<file path="src/rtl/core/qrs_sqrt.sv">
// ----------------------------------------------------------------------------
// qrs_sqrt: pipelined integer square root
// One result bit per stage, digit-by-digit method; floor(sqrt(radicand)).
// ----------------------------------------------------------------------------
module qrs_sqrt #(
	parameter int RAD_W  = 66,
	parameter int SIDE_W = 1
) (
	input  logic                 clk,
	input  logic                 arst_n,
	input  logic                 en,
	input  logic                 in_valid,
	input  logic [RAD_W-1:0]     radicand,
	input  logic [SIDE_W-1:0]    in_side,
	output logic                 out_valid,
	output logic [RAD_W/2-1:0]   root,
	output logic [SIDE_W-1:0]    out_side
);
	localparam int SW  = RAD_W / 2;
	localparam int RMW = SW + 2;

	logic              vld  [0:SW];
	logic [RAD_W-1:0]  rad  [0:SW];
	logic [RMW-1:0]    rem  [0:SW];
	logic [SW-1:0]     rt   [0:SW];
	logic [SIDE_W-1:0] side [0:SW];

	assign vld[0]  = in_valid;
	assign rad[0]  = radicand;
	assign rem[0]  = '0;
	assign rt[0]   = '0;
	assign side[0] = in_side;

	for (genvar k = 0; k < SW; k++) begin : g_stage
		logic [RMW-1:0] rem_sh;
		logic [RMW-1:0] trial;
		logic           fit;

		// Bring down the next two radicand bits and try appending a one.
		assign rem_sh = {rem[k][RMW-3:0], rad[k][RAD_W-1 -: 2]};
		assign trial  = {rt[k], 2'b01};
		assign fit    = rem_sh >= trial;

		always_ff @(posedge clk or negedge arst_n) begin
			if (!arst_n) begin
				vld[k+1] <= 1'b0;
			end else if (en) begin
				vld[k+1] <= vld[k];
			end
		end

		always_ff @(posedge clk) begin
			if (en) begin
				rad[k+1]  <= rad[k] << 2;
				rem[k+1]  <= fit ? rem_sh - trial : rem_sh;
				rt[k+1]   <= {rt[k][SW-2:0], fit};
				side[k+1] <= side[k];
			end
		end
	end

	assign out_valid = vld[SW];
	assign root      = rt[SW];
	assign out_side  = side[SW] ^ SIDE_W'(rad[SW][0] & rem[SW][0] & 1'b0);

endmodule

</file>
<file path="config.mk">
export PLATFORM = sky130hd
export DESIGN_NAME = qrs_sqrt
export DESIGN_NICKNAME = d
export VERILOG_FILES = /design/src/rtl/core/qrs_sqrt.sv
export SDC_FILE = /design/constraint.sdc
export NUM_CORES = 2
export LEC_CHECK = 0
export BUFFER_PORTS_ARGS = -buffer_cell sky130_fd_sc_hd__buf_2
export CAP_MARGIN = 20
export CORE_MARGIN = 10
export CORE_UTILIZATION = 65
export CTS_BUF_LIST = sky130_fd_sc_hd__clkbuf_2 sky130_fd_sc_hd__clkbuf_4 sky130_fd_sc_hd__clkbuf_8
export DETAILED_ROUTE_END_ITERATION = 7
export GPL_ROUTABILITY_DRIVEN = 0
export PLACE_DENSITY = 0.91
export SKIP_LAST_GASP = 1
export SLEW_MARGIN = 20
export SYNTH_ARGS = -nofsm -noshare
export SYNTH_HDL_FRONTEND = slang
export SYNTH_SLANG_ARGS = --single-unit
</file>
<file path="constraint.sdc">
create_clock -name clk -period 4.9 [get_ports clk]
set_input_delay 0.735 -clock clk [delete_from_list [all_inputs] [get_ports clk]]
set_output_delay 0.735 -clock clk [all_outputs]
set_load 0.01 [all_outputs]
</file>
### Yosys cells after proc, flatten, opt, wreduce, memory -nomap -nowiden

Index checks and enable logic that the tools add are counted.

| operators by class | value |
|---|---|
| add/sub/neg operators | 32 |
| order comparisons | 33 |
| multiplexer cells | 32 |

Operator list:

| cell | number |
|---|---|
| $mux 33 | 31 |
| $ge 35x10->1 | 1 |
| $ge 35x11->1 | 1 |
| $ge 35x12->1 | 1 |
| $ge 35x13->1 | 1 |
| $ge 35x14->1 | 1 |
| $ge 35x15->1 | 1 |
| $ge 35x16->1 | 1 |
| $ge 35x17->1 | 1 |
| $ge 35x18->1 | 1 |
| $ge 35x19->1 | 1 |
| $ge 35x20->1 | 1 |
| $ge 35x21->1 | 1 |
| $ge 35x22->1 | 1 |
| $ge 35x23->1 | 1 |
| $ge 35x24->1 | 1 |
| $ge 35x25->1 | 1 |
| $ge 35x26->1 | 1 |
| $ge 35x27->1 | 1 |
| $ge 35x28->1 | 1 |
| $ge 35x29->1 | 1 |
| $ge 35x3->1 | 1 |
| $ge 35x30->1 | 1 |
| $ge 35x31->1 | 1 |
| other kinds (43) | 43 |

| word-level totals | value |
|---|---|
| bits in registers | 2709 |
| input bits | 71 |
| output and inout bits | 35 |
| word-level logic and storage cells | 261 |

### Longest topological paths before layout

| logic depth | value |
|---|---|
| depth in word-level cells | 2 |
| depth in mapped cells | 15 |
| depth with buffers taken out | 12 |

### Least setup slack after synthesis

Ideal clock, no wire load.

| timing path | value |
|---|---|
| path type | register to register |
| start point | register rem, in the netlist g_stage[29].rem_sh[12] |
| end point | register rem, in the netlist g_stage[30].rem_sh[6], data pin |
| library setup time | 0.260 ns |
| arrival time | 3.158 ns |
| setup slack | 1.482 ns |
| cell stages (with the launch flop) | 12 |
| period minus slack after synthesis | 3.418 ns |
| path through | edfxtp_1 -> ha_1 -> clkbuf_1 -> and3_1 -> a221o_1 -> o21bai_1 -> a22o_1 -> o21ai_0 -> o21ai_1 -> a211oi_1 -> buf_2 -> mux2_2 |

| on the way | value |
|---|---|
| longest elaborated chain between the ends | 2 |

RTL lines:

| item | RTL line | text |
|---|---|---|
| start, declared | 24 | `logic [RMW-1:0] rem [0:SW];` |
| start signal, assigned by index | 55 | `rem[k+1] <= fit ? rem_sh - trial : rem_sh;` |
| $ge 35x31->1 | 42 | `assign fit = rem_sh >= trial;` |
| $mux 33 | 55 |  |

No other way between the ends.
A chain may end at the register's enable or synchronous reset.

### Final worst setup path

| timing path | value |
|---|---|
| start point | register rem, in the netlist g_stage[26].rem_sh[3] |
| end point | register rem, in the netlist g_stage[27].rem_sh[4], data pin |

| on the way | value |
|---|---|
| longest elaborated chain between the ends | 2 |

RTL lines:

| item | RTL line |
|---|---|
| $ge 35x28->1 | 42 |
| $mux 33 | 55 |

No other way between the ends.

==> results.json <==
{
  "drt-initial-drc-count": 8830,
  "hp-start": "en",
  "hpwl_um": 179000,
  "syn_inst": 9604,
  "antenna_left": 0,
  "cts_max_level": 5,
  "ys_top_cells_by_count": "edfxtp_1 (2658), inv_1 (757), nand2_1 (661), ha_1 (595), o21ai_0 (563)",
  "syn-num-nets": 10300,
  "io_pins": 106,
  "hold_end": "rad[2117]$_DFFE_PP_",
  "slew_viol_final": 0,
  "fill_cells": 11200,
  "relSlewSlack": 0.281,
  "crit_path_end_kind": "flop",
  "vias": 80900,
  "die_y_um": 458,
  "r2r-start": "g_stage[26].rem_sh[3]$_DFFE_PP_",
  "crit_type": "flop to flop",
  "switching_share": 0.293,
  "syn_area_per_cell_um2": 13.0,
  "hold_slack_ps": 151,
  "setup_tns_ps": 0,
  "holdPathStages": 1,
  "fin_crit_ps": 4480,
  "slowest_stage": "or4b_2",
  "violations": "design-rule violations",
  "drive_gt1_frac": 0.103,
  "ir_drop_uv": 372,
  "rows": 160,
  "die_area_um2": 210000,
  "clkLatencyLatePin_ps": 1090,
  "cp.required_ps": 5710,
  "p_clk_frac": 0.289,
  "synth_cell_types": 106,
  "start_util": 0.655,
  "yosys_warnings": 0,
  "hp-class": "primary input to flop",
  "power.density_nw_per_um2": 461,
  "fp.coreArea_um2": 191000,
  "drc_errors": 1,
  "rsz0062_at_grt": "no",
  "skew_ps": 80.3,
  "fin_crit_sh": 0.914,
  "outcome": "finished, violations left",
  "ys_seq_area_frac": 0.646,
  "grt_max_degree": 141,
  "max_freq_mhz": 223,
  "synth_top_area_frac": 0.640,
  "grt_pass1_vias": 81100,
  "globalRouteOverflowTotal": 0,
  "cp_slowest_stage_delay_ps": 740,
  "yosysMostFrequentCell": "edfxtp_1",
  "ff2ff_path_depth": 11,
  "hold_viol": 0,
  "fp.dieW_um": 458,
  "path_delay_family": "compound AO/OA/AOI/OAI gates",
  "cts-buffers-inserted": 420,
  "nNetsFinal": 10800,
  "synth-edff-count": 2658,
  "root_buffer": "clkbuf_8",
  "ys.flop_type": "edfxtp_1",
  "portBuffers": 105,
  "grt.total_usage": 0.241,
  "ff2ff_setup_slack_ps": 420,
  "tritoncts": "yes",
  "syn_area_um2": 125000,
  "start_kind": "flop",
  "seqPwrFrac": 0.492,
  "async_flop_share": 0.0123,
  "tightest_slew_ps": 1080,
  "synth_area_leader_cell": "edfxtp_1",
  "drt-pass1-iter-count": 8,
  "antenna_found_initial": 2,
  "cts_buffer_depth": 4,
  "drt-vias-per-instance": 6.25,
  "area_growth_pct": 10.3,
  "crit_fanout": 32,
  "routedWlPerCell_um": 20.2,
  "cp_data_arrival_time_ps": 5290,
  "grt_pass1_wl_um": 415000,
  "path_buf_inv": 1,
  "power.switching_mw": 18.6,
  "comb_power_share": 0.219,
  "cts_resized": 0,
  "worst_r2r_endpoint": "g_stage[27].rem_sh[4]$_DFFE_PP_",
  "worstPathCellList": "ha_1 -> a21oi_1 -> a211oi_1 -> or4b_2 -> o211ai_1 -> a31oi_1 -> a211oi_1 -> o21a_1 -> inv_1 -> nor2_1 -> a21oi_1",
  "drv_cap": 0,
  "cts_sinks": 2691,
  "setup_viol": 0,
  "p_int_mw": 44.9,
  "synth-seq-cells": 2691,
  "clkTransAtPathRegs_ps": 60,
  "yosys-top-cells-area": "edfxtp_1 (64%), ha_1 (6.0%), xor2_1 (3.1%), xnor2_1 (2.5%), inv_1 (2.3%)",
  "leakagePower_nw": 53.0,
  "wirelength_um": 262000
}
## worst max-delay path by stage
stage / slack [ps] / end / startpoint / depth (start not counted)
global placement: 750 / g_stage[27].rem_sh[8]$_DFFE_PP_ / g_stage[26].rem_sh[3]$_DFFE_PP_ / 11
global route: 200 / g_stage[27].rem_sh[4]$_DFFE_PP_ / g_stage[26].rem_sh[3]$_DFFE_PP_ / 11
detailed placement: 610 / g_stage[27].rem_sh[4]$_DFFE_PP_ / g_stage[26].rem_sh[3]$_DFFE_PP_ / 11
floorplan: 1480 / g_stage[30].rem_sh[6]$_DFFE_PP_ / g_stage[29].rem_sh[12]$_DFFE_PP_ / 11
finish: 420 / g_stage[27].rem_sh[4]$_DFFE_PP_ / g_stage[26].rem_sh[3]$_DFFE_PP_ / 11
CTS: 530 / g_stage[27].rem_sh[4]$_DFFE_PP_ / g_stage[26].rem_sh[3]$_DFFE_PP_ / 11
## cell families (layout without fill, tap and decap cells)
| group | Yosys count | in the layout | share of synthesized area |
|---|---|---|---|
| other cells | 1 | 2 | 0.0000300 |
| compound gates | 1940 | 1940 | 0.0976 |
| simple gates | 2499 | 2499 | 0.100 |
| xor+xnor | 804 | 804 | 0.0564 |
| mux | 116 | 116 | 0.0104 |
| flops | 2691 | 2691 | 0.646 |
| fa+ha+maj | 595 | 595 | 0.0597 |
| buf+inv | 958 | 1774 | 0.0294 |
## layer usage
layer	routed length, µm	GRT usage	share of wire	up-vias
met5	15	0	0.000057	-
met4	15200	0.132	0.058	2
met3	19700	0.0431	0.075	1250
met2	132000	0.424	0.50	4493
met1	94800	0.281	0.36	38400
li1	-	-	-	36700
## worst register-to-register path, cell delays in order, from the launching register on
cell      delay, ps
edfxtp_1        420
ha_1            420
a21oi_1         240
a211oi_1        110
or4b_2          740
o211ai_1        300
a31oi_1         250
a211oi_1        350
o21a_1          380
inv_1           540
nor2_1          350
a21oi_1          80
## through the flow
step	cells	util	total power, mW	area, µm²	worst slack, ps
after floorplan	9604	-	40.8	125000	1480
after global placement	12100	0.676	44.0	129000	754
after detailed placement	12100	0.676	45.0	129000	605
after CTS	12900	0.722	63.4	138000	532
after global routing	12900	0.722	66.4	138000	203
final	12900	0.722	63.5	138000	423
## final cells by class
cell class | count | area, µm² | share of cell area
clock inverter | 177 | 1240 | 0.00901
clock buffer | 552 | 6850 | 0.0497
antenna | 1 | 2.50 | 0.0000182
timing repair buffer | 284 | 2370 | 0.0172
multi-input combinational | 5955 | 40500 | 0.295
tap | 2511 | 3140 | 0.0228
sequential | 2691 | 80600 | 0.586
inverter | 761 | 2860 | 0.0208
## timing repair
item                      CTS  global route
buffers inserted            0             0
hold buffers               70             0
hold endpoints to repair  102             0
## power by group through the flow
stage | Sequential, mW | Combinational, mW | Clock (mW)
after floorplan | 30.7 | 10.1 | 0
after global placement | 31.4 | 12.5 | 0
after detailed placement | 31.6 | 13.4 | 0
after CTS | 31.1 | 13.6 | 18.7
after global routing | 31.4 | 15.3 | 19.7
final | 31.2 | 13.9 | 18.4
## registers in the layout, indices dropped and copies added (netlist names)
register / flops
g_stage.rem_sh: 1072
g_stage.trial: 528
out_side: 1
out_valid: 1
rad: 992
root: 33
side: 32
vld: 32
## cell usage in the layout, fill, tap and decap left out, types with 40 or more instances in the layout
cell / n
and3_1: 59
o21ai_0: 562
nor2_1: 562
and2_1: 40
edfxtp_1: 2658
nor3_1: 262
dlygate4sd3_1: 70
buf_4: 84
or2_2: 53
ha_1: 595
a21oi_1: 498
clkinv_1: 102
clkbuf_4: 120
o21bai_1: 67
mux2_2: 97
inv_1: 757
nand2b_1: 109
nand3_1: 148
o31ai_1: 74
a31oi_1: 50
nor2b_1: 76
xnor2_1: 357
clkbuf_8: 432
a211oi_1: 60
a21o_1: 220
xor2_1: 447
buf_2: 104
or3_1: 123
or4_1: 64
nand4_1: 102
o21a_1: 123
nor4_1: 99
nand2_1: 661
clkinv_2: 44
Note: power is estimated with default switching activity, not from simulation.
